--- src/hw/rtl/fwpr_pkg.sv ---
// ----------------------------------------------------------------------------
// fwpr_pkg
// Request codes, status codes and sequencer states of the prefix-reverse FIFO.
// ----------------------------------------------------------------------------
package fwpr_pkg;

  // Request codes carried on req_type.
  typedef enum logic [1:0] {
    REQ_PUSH    = 2'd0,
    REQ_POP     = 2'd1,
    REQ_REVERSE = 2'd2
  } req_t;

  // Status codes returned with every result.
  typedef enum logic [1:0] {
    ST_OK    = 2'd0,
    ST_EMPTY = 2'd1,
    ST_FULL  = 2'd2,
    ST_BAD_K = 2'd3
  } status_t;

  // Sequencer states.
  typedef enum logic [2:0] {
    S_IDLE,
    S_POP_WAIT,
    S_REV_RD,
    S_REV_WA,
    S_REV_WB,
    S_DONE
  } state_t;

  localparam int unsigned WORD_W = 32;
  localparam int unsigned KLEN_W = 8;
  localparam int unsigned OCC_W  = 8;

endpackage

--- src/hw/rtl/fwpr_mem.sv ---
// ----------------------------------------------------------------------------
// fwpr_mem
// Entry storage: one write port and two read ports, read data registered.
// ----------------------------------------------------------------------------
module fwpr_mem #(
  parameter int unsigned DEPTH = 128,
  parameter int unsigned AW    = 7
) (
  input  logic                          clk,
  input  logic                          we,
  input  logic [AW-1:0]                 waddr,
  input  logic [fwpr_pkg::WORD_W-1:0]   wdata,
  input  logic                          re,
  input  logic [AW-1:0]                 raddr_a,
  input  logic [AW-1:0]                 raddr_b,
  output logic [fwpr_pkg::WORD_W-1:0]   rdata_a,
  output logic [fwpr_pkg::WORD_W-1:0]   rdata_b
);

  logic [fwpr_pkg::WORD_W-1:0] mem [DEPTH];

  // Write port.
  always_ff @(posedge clk) begin
    if (we) begin
      mem[waddr] <= wdata;
    end
  end

  // Two read ports with registered data that holds between reads.
  always_ff @(posedge clk) begin
    if (re) begin
      rdata_a <= mem[raddr_a];
      rdata_b <= mem[raddr_b];
    end
  end

endmodule

--- config.mk ---
export PLATFORM = sky130hd
export DESIGN_NAME = fwpr_mem
export DESIGN_NICKNAME = d
export VERILOG_FILES = /design/src/hw/rtl/fwpr_pkg.sv /design/src/hw/rtl/fwpr_mem.sv
export SDC_FILE = /design/constraint.sdc
export NUM_CORES = 2
export LEC_CHECK = 0
export BUFFER_PORTS_ARGS = -buffer_cell sky130_fd_sc_hd__buf_2
export CORE_UTILIZATION = 55
export DETAILED_ROUTE_END_ITERATION = 16
export PLACE_DENSITY = 0.71
export SLEW_MARGIN = 10
export SYNTH_ARGS = -nofsm -noshare
export SYNTH_HDL_FRONTEND = slang
export SYNTH_SLANG_ARGS = --single-unit
--- constraint.sdc ---
create_clock -name clk -period 5.2 [get_ports clk]
set_input_delay 0.52 -clock clk [delete_from_list [all_inputs] [get_ports clk]]
set_output_delay 0.52 -clock clk [all_outputs]
set_load 0.005 [all_outputs]
=== Word-level counts from Yosys, hierarchy flattened ===
Memory sizes are Yosys's and may differ from the RTL's. A register that Yosys moved wholly into a read port is not among the register bits.
Index checks and enable logic that the tools add are counted.

* Multiplexer cells: 2

{| class="wikitable"
|+ Operator list
! kind !! count
|-
| 2-to-1 mux 1 bit || 2
|}

* Bits in registers: 0
* Memory bits (writable): 4096
* Input port bits: 56
* Word-level logic and storage cells: 3
* Memories: 1

{| class="wikitable"
|+ Memory list
! memory !! words !! bits a word !! rd ports !! clocked after memory_dff !! write ports !! line !! RTL
|-
| mem || 128 || 32 || 2 || 2 || 1 || fwpr_mem.sv:20 || <nowiki>logic [fwpr_pkg::WORD_W-1:0] mem [DEPTH];</nowiki>
|}

=== Logic depth before layout (Yosys ltp) ===
* Depth in word-level cells: 2
* Mapped depth: 8
* Gate-level depth less buffers: 4

=== Worst setup path before layout ===
No wires, ideal clock.

* Path kind: input to register
* Start point: input port we
* End point: memory mem[98][0] (netlist bit), enable pin
* Arrival time: 3298 ps
* Slack: 1441 ps
* Stages: 3
* Buffers on the path: 1
* Path through: clkbuf_1 > nand4_1 > nor3_1

* Cells in the longest elaborated chain, start to end: 2

{| class="wikitable"
|+ RTL lines
! element !! line !! RTL
|-
| start: declaration || fwpr_mem.sv:10 || <nowiki>input logic we,</nowiki>
|-
| 2-to-1 mux 1 bit || fwpr_mem.sv:24 || <nowiki>if (we) begin</nowiki>
|-
| 2-to-1 mux 1 bit (implied by the code) || fwpr_mem.sv:25 || <nowiki>mem[waddr] <= wdata;</nowiki>
|-
| end: declaration || fwpr_mem.sv:20 ||
|}

Every way passes these cells.

==> results by group <==
STA
  • Slew Limit Headroom: ~9.6%
  • Total negative setup slack: 0 ps
  • Number of pins with negative max-slew slack in the final report: 0
  • Worst Tran Pin Value: 1356 ps
  • Final setup fails: 0
  • Clock Skews: 42.41 ps
  • Post-route worst setup slack: between 1500 and 2000 ps
  • Final Cycle Share: roughly 64%
  • RSZ-0062 raised after global routing: no
  • Min Clock Period, post-route: 3332 ps
  • Fmax: between 300 and 400 MHz
  • Hold Vio Cnt, Final: 0
  • Fin Hold WS: 49.50 ps

Yosys
  • Synth area leader: sky130_fd_sc_hd__edfxtp_1
  • Library cells used by synthesis: 16
  • Number of storage elements in the synthesis netlist: 4160
  • Synthesized cell area: approximately 190000 um^2
  • Register area share after synthesis: about two thirds
  • Gate count of the mapped netlist: 7701
  • Synth warnings: 0
  • Dominant cell by count in the synthesized netlist: sky130_fd_sc_hd__edfxtp_1
  • Syn Area/Cell: about 25 um^2
  • Most frequent cells after synthesis: sky130_fd_sc_hd__edfxtp_1 (4160), sky130_fd_sc_hd__mux4_2 (2688), sky130_fd_sc_hd__clkbuf_1 (365)
  • Ranking of synthesized cells by area: sky130_fd_sc_hd__edfxtp_1 (66%), sky130_fd_sc_hd__mux4_2 (32%), sky130_fd_sc_hd__clkbuf_1 (0.72%)
  • Share of Yosys cell area claimed by the top area cell type: approximately two thirds
  • Synth async-reset ratio: 0%
  • Total nets after synthesis: between 7000 and 8000
  • Ys flop type: sky130_fd_sc_hd__edfxtp_1
  • Number of flops mapped to enable cells by yosys: about 4200

Clock network
  • Number of CTS-inserted buffers: between 400 and 500
  • Post-CTS Setup Inserts: 0
  • Buffer type at the clock tree root: sky130_fd_sc_hd__clkbuf_16
  • Clock tree from TritonCTS: built
  • Clock transition at the registers of the reported paths: about 60 ps
  • Max clock buf depth: 4
  • Clock latency of the later-clocked register in the worst-skew pair: 1000 ps
  • CTS sink count: 4160
  • Post-CTS Resized: 0
  • CTS H-Tree Depth: 5
  • Cts-stage hold buffer count: 18

Critical path
  • Critical register-to-register path startpoint: mem[23][19]
  • Reg-to-reg critical path endpoint: rdata_b[19]
  • Most used cell, CP: sky130_fd_sc_hd__mux4_2
  • Critical Path End Type: flop
  • CP Data Arrival Time: slightly above 4000 ps
  • Worst-path cell with the longest stage delay: sky130_fd_sc_hd__mux4_2
  • CP bufs+invs: 4
  • Worst Reg2Reg Path Length in Cells: 4
  • CP Class: primary input to flop
  • Number of logic stages on the critical path including buffering: 8
  • Family with the most delay on the worst path: multiplexers
  • Delay of the slowest cell on the worst path: ~700 ps
  • Peak fanout along the critical path: between 40 and 50
  • Element type at the critical path start: primary input
  • Reg2reg setup slack: ~2400 ps
  • Cell breakdown of the critical path: buf_12 -> buf_12 -> buf_4 -> buf_4 -> mux4_2 -> mux4_2 -> mux4_2 -> mux2_2
  • Endpoint required time on the critical path: around 5900 ps

Global routing
  • Total congestion overflow after global routing: 0
  • Via count of the first global-routing pass: slightly above 100k
  • Global-route wire length before repair: between 800000 and 900000 um
  • Initial antenna violation count: 73
  • Largest net degree at the start of global routing: roughly 130
  • Total global routing track utilization: about a third

Power and ir drop
  • PwrDens: between 300 and 400 nW/um^2
  • Cell leakage power: around 65 nW
  • Worst vdd rail ir drop: around 0.31 mV

Hold path
  • Capture endpoint of the worst hold path: mem[51][14]
  • Depth of the worst hold-timing path: 1
  • Hold Path Class: primary input to flop
  • Source of the worst hold timing path: wdata[14]

Routing
  • Via density per instance: around 7.7
  • Count of routing violations after the opening detailed-route iteration: around 17000
  • Post-detailed-route DRC marker count: 0
  • Antenna-violating nets left: 0
  • Via count: 101600
  • Routed wirelength normalized by instance count: ~46 um
  • Wire length reported by the detailed router: between 600000 and 700000 um
  • First-pass iteration count of the detailed router: 8

Floorplan
  • Row count: around 220
  • DIE HEIGHT: about 590 um
  • Starting density of the core: 55.27%
  • Area of the die: about 350000 um^2
  • IO Count: 120
  • Standard cell core area: 342700 um^2
  • Die W: 588.8 um

Status
  • Result of the run: finished clean

Placed design
  • Total half-perimeter wirelength after legalization and detailed placement: between 300000 and 400000 um
  • Post-Place Setup Slack: 1026 ps
  • Global placement routability congestion: about 0.9
  • IO buf count: about 120
  • Number of cells after detailed placement: around 12000

Run
  • Max-Cap Viols: 0

Cells and area
  • Fraction of layout instances using a drive strength above 1: approximately 47%
  • Post-Layout Cell Count: approximately 13000
  • Final-stage net count: 8157
  • Area growth, synth to finish: 12.36%
[flip-flops by register name (all words and copies together), names as in the netlist]
name,flops
rdata_b,32
mem,4096
rdata_a,32
[cell type report]
cell class | instances | area (um^2)
Clock buffer | 536 | 11070
Sequential cell | 4160 | 124900
Antenna cell | 151 | 377.9
Fill cell | 22490 | 129900
Tap cell | 4557 | 5702
Multi-Input combinational cell | 2922 | 62890
Timing Repair Buffer | 598 | 6042
Clock inverter | 226 | 1802
[metal layers]
layer | vias up | GRT usage, % | part of all wire (%)
met3 | 1551 | 11.69 | 15
met5 | - | 0 | 0.053
met1 | 55290 | 47.23 | 33
met4 | 50 | 18.91 | 5.9
met2 | 8364 | 51.77 | 46
li1 | 36390 | - | -
[how the worst max path moves through the flow]
stage          slack, ps       start         end
6_report            1870  raddr_b[0]  rdata_b[0]
5_1_grt             1830  raddr_b[0]  rdata_b[0]
4_1_cts             2060  raddr_b[0]  rdata_b[0]
3_5_place_dp        1030  raddr_b[0]  rdata_b[8]
3_3_place_gp        1020  raddr_b[0]  rdata_b[8]
2_1_floorplan       1440          we  mem[98][0]
[cells by family after synthesis]
group | Yosys count | share of synthesized area, %
buffers and inverters | 619 | 1.336
multiplexers | 2752 | 32.34
AND/OR/NAND/NOR | 170 | 0.3679
flip-flops | 4160 | 65.95
[power by group]
part	internal (W)	switching [W]
Combinational	0.00268	0.00335
Sequential	0.0371	0.000284
Clock	0.0162	0.0129
Total	0.0560	0.0165
[through the flow]
| step | util, % | power (W) | instance area [um^2] |
|---|---|---|---|
| 5_1_grt | 62.07 | 0.07392 | 212700 |
| 3_3_place_gp | 58.18 | 0.04389 | 199400 |
| 6_report | 62.10 | 0.07249 | 212800 |
| 2_1_floorplan | - | 0.04138 | 189400 |
| 4_1_cts | 61.99 | 0.07243 | 212400 |
| 3_5_place_dp | 58.18 | 0.04399 | 199400 |
[placed cells by master, fill, tap and decap left out, drive strengths merged, types with 2 or more instances in the layout]
master,n
edfxtp,4160
mux4,2688
buf,580
clkbuf,536
clkinv,178
diode,151
nor2,122
mux2,64
bufinv,24
dlygate4sd3,18
nand2,14
clkinvlp,14
nand3,12
inv,10
nor3,9
nor2b,7
nand4,3
nand2b,2
[worst register-to-register path: cells and delay by family, from the launching register on]
kind          cells  cell delay, ps
flip-flops        1             390
multiplexers      4            2170
Note: power is estimated with default switching activity, not from simulation.
